$ cat src/rtl/svt_pkg.sv
// ----------------------------------------------------------------------------
// Sorted value table package
// Sizes, item types, command and status codes shared by the table modules.
// ----------------------------------------------------------------------------
package svt_pkg;

    localparam int CAPACITY   = 32;
    localparam int DATA_WIDTH = 32;
    localparam int IDX_W      = $clog2(CAPACITY);
    localparam int CNT_W      = $clog2(CAPACITY + 1);

    typedef logic signed [DATA_WIDTH-1:0] data_t;

    // Command codes
    localparam logic [3:0] FN_CLEAR     = 4'd0;
    localparam logic [3:0] FN_APPEND    = 4'd1;
    localparam logic [3:0] FN_SORT_ASC  = 4'd2;
    localparam logic [3:0] FN_SORT_DESC = 4'd3;
    localparam logic [3:0] FN_INSERT    = 4'd4;
    localparam logic [3:0] FN_DELETE    = 4'd5;
    localparam logic [3:0] FN_SEARCH    = 4'd6;
    localparam logic [3:0] FN_DUMP_FWD  = 4'd7;
    localparam logic [3:0] FN_DUMP_REV  = 4'd8;

    // Status codes
    localparam logic [1:0] ST_OK       = 2'd0;
    localparam logic [1:0] ST_EMPTY    = 2'd1;
    localparam logic [1:0] ST_FULL     = 2'd2;
    localparam logic [1:0] ST_NOTFOUND = 2'd3;

    typedef struct packed {
        logic [3:0]         func;
        logic signed [31:0] value;
    } in_item_t;

    typedef struct packed {
        logic signed [31:0] item_value;
        logic [5:0]         position;
        logic [5:0]         match_count;
        logic [1:0]         status;
        logic               last;
    } out_item_t;

    typedef enum logic [2:0] {
        OP_HOLD,
        OP_APPEND,
        OP_SORT,
        OP_INSERT,
        OP_DELETE,
        OP_ROT_FWD,
        OP_ROT_BWD
    } cell_op_t;

    typedef struct packed {
        cell_op_t          op;
        data_t             operand;
        logic [CNT_W-1:0]  count;
        logic              parity;
        logic              descending;
        logic              any_match;
    } cell_ctrl_t;

    typedef enum logic [3:0] {
        S_IDLE,
        S_SORT,
        S_INSERT,
        S_DEL_CMP,
        S_DEL_APPLY,
        S_WALK,
        S_RWALK_PRE,
        S_RWALK,
        S_EMIT
    } state_t;

endpackage

$ cat src/rtl/svt_cell.sv
// ----------------------------------------------------------------------------
// Sorted value table cell
// Holds one list entry and trades values with its two neighbors.
// ----------------------------------------------------------------------------
module svt_cell (
    input  logic                    clk,
    input  svt_pkg::cell_ctrl_t     ctrl,
    input  logic [svt_pkg::IDX_W-1:0] index,
    input  svt_pkg::data_t          left_value,
    input  svt_pkg::data_t          right_value,
    input  svt_pkg::data_t          wrap_value,
    input  logic                    left_lt,
    input  logic                    left_swap,
    output svt_pkg::data_t          value,
    output logic                    lt,
    output logic                    eq,
    output logic                    swap
);

    svt_pkg::data_t                 value_reg;
    svt_pkg::data_t                 value_next;
    logic [svt_pkg::CNT_W-1:0]      pos;
    logic                           live;
    logic                           has_right;
    logic                           is_tail;
    logic                           order_wrong;

    // Locate this cell against the list length
    assign pos       = svt_pkg::CNT_W'(index);
    assign live      = pos < ctrl.count;
    assign has_right = (pos + svt_pkg::CNT_W'(1)) < ctrl.count;
    assign is_tail   = (pos + svt_pkg::CNT_W'(1)) == ctrl.count;

    // Compare against operand and right neighbor
    assign lt          = value_reg < ctrl.operand;
    assign eq          = value_reg == ctrl.operand;
    assign order_wrong = ctrl.descending ? (value_reg < right_value)
                                         : (right_value < value_reg);
    assign swap        = (ctrl.op == svt_pkg::OP_SORT) && (index[0] == ctrl.parity)
                         && has_right && order_wrong;
    assign value       = value_reg;

    // Pick the next entry value
    always_comb
    begin
        value_next = value_reg;
        unique case (ctrl.op)
            svt_pkg::OP_HOLD:
            begin
                value_next = value_reg;
            end
            svt_pkg::OP_APPEND:
            begin
                if (pos == ctrl.count)
                    value_next = ctrl.operand;
            end
            svt_pkg::OP_SORT:
            begin
                if (swap)
                    value_next = right_value;
                else if (left_swap)
                    value_next = left_value;
            end
            svt_pkg::OP_INSERT:
            begin
                if ((pos <= ctrl.count) && !(live && lt))
                    value_next = left_lt ? ctrl.operand : left_value;
            end
            svt_pkg::OP_DELETE:
            begin
                if (ctrl.any_match && live && !lt)
                    value_next = right_value;
            end
            svt_pkg::OP_ROT_FWD:
            begin
                if (live)
                    value_next = is_tail ? wrap_value : right_value;
            end
            svt_pkg::OP_ROT_BWD:
            begin
                if (live)
                    value_next = (index == '0) ? wrap_value : left_value;
            end
            default:
            begin
                value_next = value_reg;
            end
        endcase
    end

    // Hold the entry
    always_ff @(posedge clk)
    begin
        value_reg <= value_next;
    end

endmodule

$ cat config.mk
export PLATFORM = sky130hd
export DESIGN_NAME = svt_cell
export DESIGN_NICKNAME = d
export VERILOG_FILES = /design/src/rtl/svt_pkg.sv /design/src/rtl/svt_cell.sv
export SDC_FILE = /design/constraint.sdc
export NUM_CORES = 1
export LEC_CHECK = 0
export BUFFER_PORTS_ARGS = -buffer_cell sky130_fd_sc_hd__buf_2
export CORE_ASPECT_RATIO = 0.7
export CORE_UTILIZATION = 40
export CTS_CLUSTER_DIAMETER = 50
export DETAILED_ROUTE_END_ITERATION = 7
export PLACE_DENSITY_LB_ADDON = 0.15
export SLEW_MARGIN = 15
export SYNTH_ARGS = -nofsm -noshare
export SYNTH_HDL_FRONTEND = slang
export SYNTH_SLANG_ARGS = --single-unit
export TNS_END_PERCENT = 1
$ cat constraint.sdc
create_clock -name clk -period 4.48 [get_ports clk]
set_clock_uncertainty 0.1 [all_clocks]
set_input_delay 0.672 -clock clk [delete_from_list [all_inputs] [get_ports clk]]
set_output_delay 0.672 -clock clk [all_outputs]
set_load 0.1 [all_outputs]
Word level (Yosys, flattened, before mapping)

Index checks and enable logic that the tools add are counted.

$add $sub $neg: 1
Magnitude comparators: 6
Eq/ne operators: 16
Multiplexer cells: 12
Reductions and logical operators: 12

Operator list:

| kind                                          | count |
|---|---|
| 2-to-1 mux 32 bit                             | 10 |
| case mux 32 bit (6 select lines)              | 1 |
| < comparator 32 bit                           | 3 |
| == test 32 bit                                | 1 |
| inequality test 2 bit, second input constant  | 5 |
| == test 3 bit, second input constant          | 3 |
| logical AND 1 bit                             | 7 |
| AND reduction 7 bit                           | 1 |
| adder 5 x 1 -> 6 bit, second input constant   | 1 |
| == test 3 x 2 -> 1 bit, second input constant | 2 |
| == test 5 x 6 -> 1 bit                        | 1 |
| == test 6 bit                                 | 1 |
| less-or-equal comparator 5 x 6 -> 1 bit       | 1 |
| < comparator 5 x 6 -> 1 bit                   | 1 |
| < comparator 6 bit                            | 1 |
| nonzero test 6 bit                            | 1 |
| zero test 5 bit                               | 1 |
| == test 3 x 1 -> 1 bit, second input constant | 1 |
| inequality test 3 bit, second input constant  | 1 |
| zero test 1 bit                               | 2 |
| == test 1 bit                                 | 1 |
| 2-to-1 mux 1 bit                              | 1 |

Register bits after elaboration: 32
Bits of input ports: 148
Word-level logic and storage cells: 48

Depth between registers and ports, before layout

Word-level depth: 6
Mapped depth: 14
Depth with buffers taken out: 12

Least setup slack after synthesis

No wires, ideal clock.

Path type: register to register
Start: register value_reg[9], in the netlist value[9]
End: register value_reg[0], in the netlist value[0] (enable)
Library setup time: 0.395 ns
Arrival time: 4.410 ns
Required time: 3.985 ns
Setup slack: -0.425 ns
Cell stages (with the launch flop): 10
Buffers on the path: 0
Cell sequence: edfxtp_1 ha_1 a211o_1 o2111ai_1 and3_1 o211a_1 o22ai_1 mux2i_1 o22ai_1 o311a_1

Word-level cells in the longest chain between the ends: 6
Elaborated cells between the ends (all ways): 14
Classes of those cells: order compare (3); eq/ne (3); mux (1); reduce/logical (7)

RTL lines:

| item                                     | RTL line       | source |
|---|---|---|
| from (decl)                              | svt_cell.sv:20 | `svt_pkg::data_t value_reg;` |
| from (signal assigned)                   | svt_cell.sv:94 | `value_reg <= value_next;` |
| < comparator 32 bit (*)                  | svt_cell.sv:35 | `assign lt = value_reg < ctrl.operand;` |
| via lt                                   | svt_cell.sv:15 | `output logic lt,` |
| logical AND 1 bit                        | svt_cell.sv:66 | `if ((pos <= ctrl.count) && !(live && lt))` |
| zero test 1 bit                          | svt_cell.sv:66 |  |
| logical AND 1 bit                        | svt_cell.sv:66 |  |
| inequality test 2 bit (no source line)   | -              |  |
| AND reduction 7 bit (no source line) (*) | -              |  |

The timed path passes the listed nets; every way through them passes the cells marked *.
A chain may end at the register's enable or synchronous reset.

Worst setup path in the final report

Start: input port right_value[11]
End: output port swap

Word-level cells in the longest chain between the ends: 3
Elaborated cells between the ends (all ways): 4
Classes of those cells: order compare (2); mux (1); reduce/logical (1)

RTL lines:

| item                                   | RTL line                       | source |
|---|---|---|
| from (decl)                            | svt_cell.sv:10                 | `input svt_pkg::data_t right_value,` |
| < comparator 32 bit (on tied branches) | svt_cell.sv:38, svt_cell.sv:37 |  |
| 2-to-1 mux 1 bit (*)                   | svt_cell.sv:37                 | `assign order_wrong = ctrl.descending ? (value_reg < right_value)` |
| logical AND 1 bit (*)                  | svt_cell.sv:40                 | `&& has_right && order_wrong;` |
| to (decl)                              | svt_cell.sv:17                 | `output logic swap` |

Mark *: on every way between the ends. The rest lies on a longest branch, timed or not.

==> flow_metrics.py <==
metrics = {
    "run_status": {
        "status": "completed",
    },
    "floorplan": {
        "fp.coreArea_um2": 14770,
        "start_util_pct": 41.10,
        "die_height_um": 105.1,
        "design.die.area_um2": 15680,
        "std_cell_rows": 37,
        "ioPinCount": 183,
        "fp.dieW_um": 149.2,
    },
    "power": {
        "power_density_nw_per_um2": 254.9,
        "vdd_drop_max_v": 0.0001271,
        "p_switching_uw": 927.3,
        "combPwrFrac_pct": 58.8,
        "clkPwrFrac_pct": 17.9,
        "intPower_uw": 935.7,
        "swShare_pct": 49.78,
        "leakagePower_nw": 3.346,
        "finalPower_mw": 1.863,
        "p_seq_share_pct": 23.3,
    },
    "clocking": {
        "clock-sinks": 32,
        "cts_tree": "yes",
        "ctsHoldBuffers": 0,
        "clkTransAtPathRegs_ns": 0.05,
        "clk_latency_ns": 0.28,
        "postCtsSetupBuffers": 0,
        "ctsResizeCount": 0,
        "cts_root_buf": "clkbuf_16",
        "htreeDepth": 2,
        "cts_max_path_buffers": 2,
        "numCtsBuffers": 5,
    },
    "synthesis": {
        "yosysSeqAreaShare_pct": 15.83,
        "synth_top_family_by_area": "compound AO/OA/AOI/OAI gates",
        "syn_area_um2": 6070,
        "synth-async-reset-ratio_pct": 0,
        "syn_area_per_cell_um2": 7.512,
        "synth_mux_area_share_pct": 12.04,
        "synth-seq-cells": 32,
        "ys.flop_type": "edfxtp_1",
        "synth_xor_area_share_pct": 0.5772,
        "syn_inst": 808,
        "synth_warnings": 0,
        "synth_simple_gate_area_share_pct": 16.37,
        "synth_compound_area_share_pct": 30.49,
        "synth-edff-count": 32,
        "synth_cell_types": 49,
        "syn-num-nets": 1033,
        "synthAdderAreaFrac_pct": 15.87,
    },
    "setup_path": {
        "path_max_fanout": 5,
        "path_cells": "buf_2, ha_1, a21oi_1, o21ai_1, a221oi_2, o2111ai_1, or4_1, nand3_1, and3_1, buf_12",
        "criticalPathCategory": "input pin to output port",
        "path_buf_inv": 2,
        "slowest_delay_ns": 0.51,
        "cp-start-kind": "input pin",
        "cp.arrival_ns": 3.11,
        "reg2reg_depth": 11,
        "crit_start": "right_value[11]",
        "crit_path_end": "swap",
        "r2r-end": "value[27]",
        "endpoint_kind": "output port",
        "regToRegSetupSlack_ns": 0.73,
        "cpMaxStageDelayCell": "or4_1",
        "path_depth": 10,
        "r2r_start": "value[11]",
        "required_ns": 3.71,
        "crit_family": "simple AND/OR/NAND/NOR gates",
    },
    "run": {
        "maxCapViolCount": 0,
    },
    "grt": {
        "grt_antenna_before_repair": 0,
        "grt_pass1_wl_mm": 33.55,
        "grt_max_degree": 72,
        "grt-ovfl-total": 0,
        "first_global_vias": 6239,
        "grt_usage_pct": 26.86,
    },
    "finish": {
        "final_cell_mix": "buf_2, nand2_1, ha_1",
        "diodes": 0,
        "fin_nets": 1179,
        "post-route-util_pct": 49.49,
        "layout_commonest_cell": "buf_2",
        "drive_above_1_share_pct": 28.80,
        "syn2layout_area_growth_pct": 20.41,
        "layout.cells.non_filler": 1150,
        "largest_register_ffs": 32,
    },
    "place": {
        "dp.final_hpwl_mm": 15.92,
        "numPortBuffers": 182,
        "gp_congestion": 0.9350,
        "place_inst": 1142,
    },
    "timing": {
        "final.period_utilization_pct": 86.66,
        "setup_viol": 0,
        "max_freq_ghz": 0.2576,
        "drv_slew": 0,
        "tns_ns": 0,
        "relSlewSlack_pct": 38.60,
        "worstMarginPinSlew_ns": 0.9209,
        "hold_violations": 0,
        "rsz0062_at_grt": "no",
        "whs_ns": 0.6606,
        "fin_crit_ns": 3.882,
    },
    "detailed_routing": {
        "routedWlPerCell_um": 18.62,
        "post_drt_via_cell_ratio": 5.904,
        "drt_pass1_iterations": 5,
        "route.detailed.drc": 0,
        "routed-via-count": 6790,
        "drt-initial-drc-count": 413,
        "ant_nets": 0,
        "postRouteWirelength_mm": 21.42,
    },
    "worst_hold_path": {
        "hold_path.class": "input pin to register",
    },
}
[routing by layer]
layer	up-vias	routed length (µm)	track usage (%)
li1	3337	-	-
met1	3124	9915	38.95
met2	309	9376	42.33
met3	20	1939	4.323
met4	0	186	3.499
met5	-	0	0
[worst register-to-register path, stage by stage (launching register included)]
cell and delay (ns):
edfxtp_1 0.42, inv_1 0.07, ha_1 0.32, a21oi_1 0.16
o21ai_1 0.10, a221oi_2 0.35, o2111ai_1 0.24, or4_1 0.51
nand3_1 0.12, and3_1 0.31, o311a_1 0.48, buf_12 0.25
[power groups by stage]
stage                     logic (mW)  clock network (mW)  registers, mW
after global routing            1.18               0.345          0.440
after global placement          1.08                   0          0.443
after floorplan                0.499                   0          0.712
after detailed placement        1.08                   0          0.441
final                           1.10               0.333          0.435
after CTS                       1.09               0.336          0.436
[cells in the mapped netlist (3+ instances only)]
master      n  area (µm²)
o211ai_1   38       285.3
buf_2       5       25.02
clkbuf_1   47       176.4
and3_1      3       18.77
inv_1      75       281.5
nand2_1   107       401.6
nand4_1    33       206.5
ha_1       77       963.4
a21oi_1    54       270.3
nor2_1     48       180.2
mux2_2     64       720.7
a221oi_1   32       280.3
a311o_1    15       150.1
edfxtp_1   32       960.9
a21o_1      6       45.04
buf_6       3       33.78
a211oi_1    4       30.03
nor3_1      5       25.02
nand3_1    14       70.07
nor2b_1     5       31.28
nand2b_1    3       18.77
buf_1       5       18.77
o21ai_0    71       355.3
a31oi_1    15       93.84
xnor2_1     3       26.28
o211a_1    16       160.2
[kinds of logic (layout without fill, tap and decap cells)]
kind of cell,count (synthesis),after routing
compound gates,272,272
simple gates,223,223
buf+inv,135,282
fa+ha+maj,77,77
mux,65,65
flops,32,32
xor+xnor,4,4
[how the worst min path moves through the flow]
| stage | start | to | slack, ns | cells past startpoint |
|---|---|---|---|---|
| final | right_value[28] | value[28] | 0.66 | 2 |
| after global routing | right_value[28] | value[28] | 0.67 | 2 |
| after CTS | right_value[3] | value[3] | 0.66 | 2 |
| after detailed placement | right_value[14] | value[14] | 0.94 | 2 |
| after floorplan | right_value[0] | value[0] | 0.80 | 1 |
| after global placement | right_value[14] | value[14] | 0.95 | 2 |
[through the flow]
stage          setup WS, ns  cell area (µm²)
2_1_floorplan       0.01434             6073
3_3_place_gp         0.3510             7164
3_5_place_dp         0.3363             7164
4_1_cts              0.6090             7301
5_1_grt              0.3966             7308
6_report             0.5976             7308
[area by class of cell]
| type | instances | area, µm² |
|---|---|---|
| tap | 195 | 244.0 |
| multi-input combinational | 641 | 4619 |
| sequential | 32 | 960.9 |
| inverter | 75 | 281.5 |
| timing repair buffer | 199 | 1066 |
| fill | 1496 | 7460 |
| clock buffer | 7 | 132.6 |
| clock inverter | 1 | 3.754 |
Note: power is estimated with default switching activity, not from simulation.
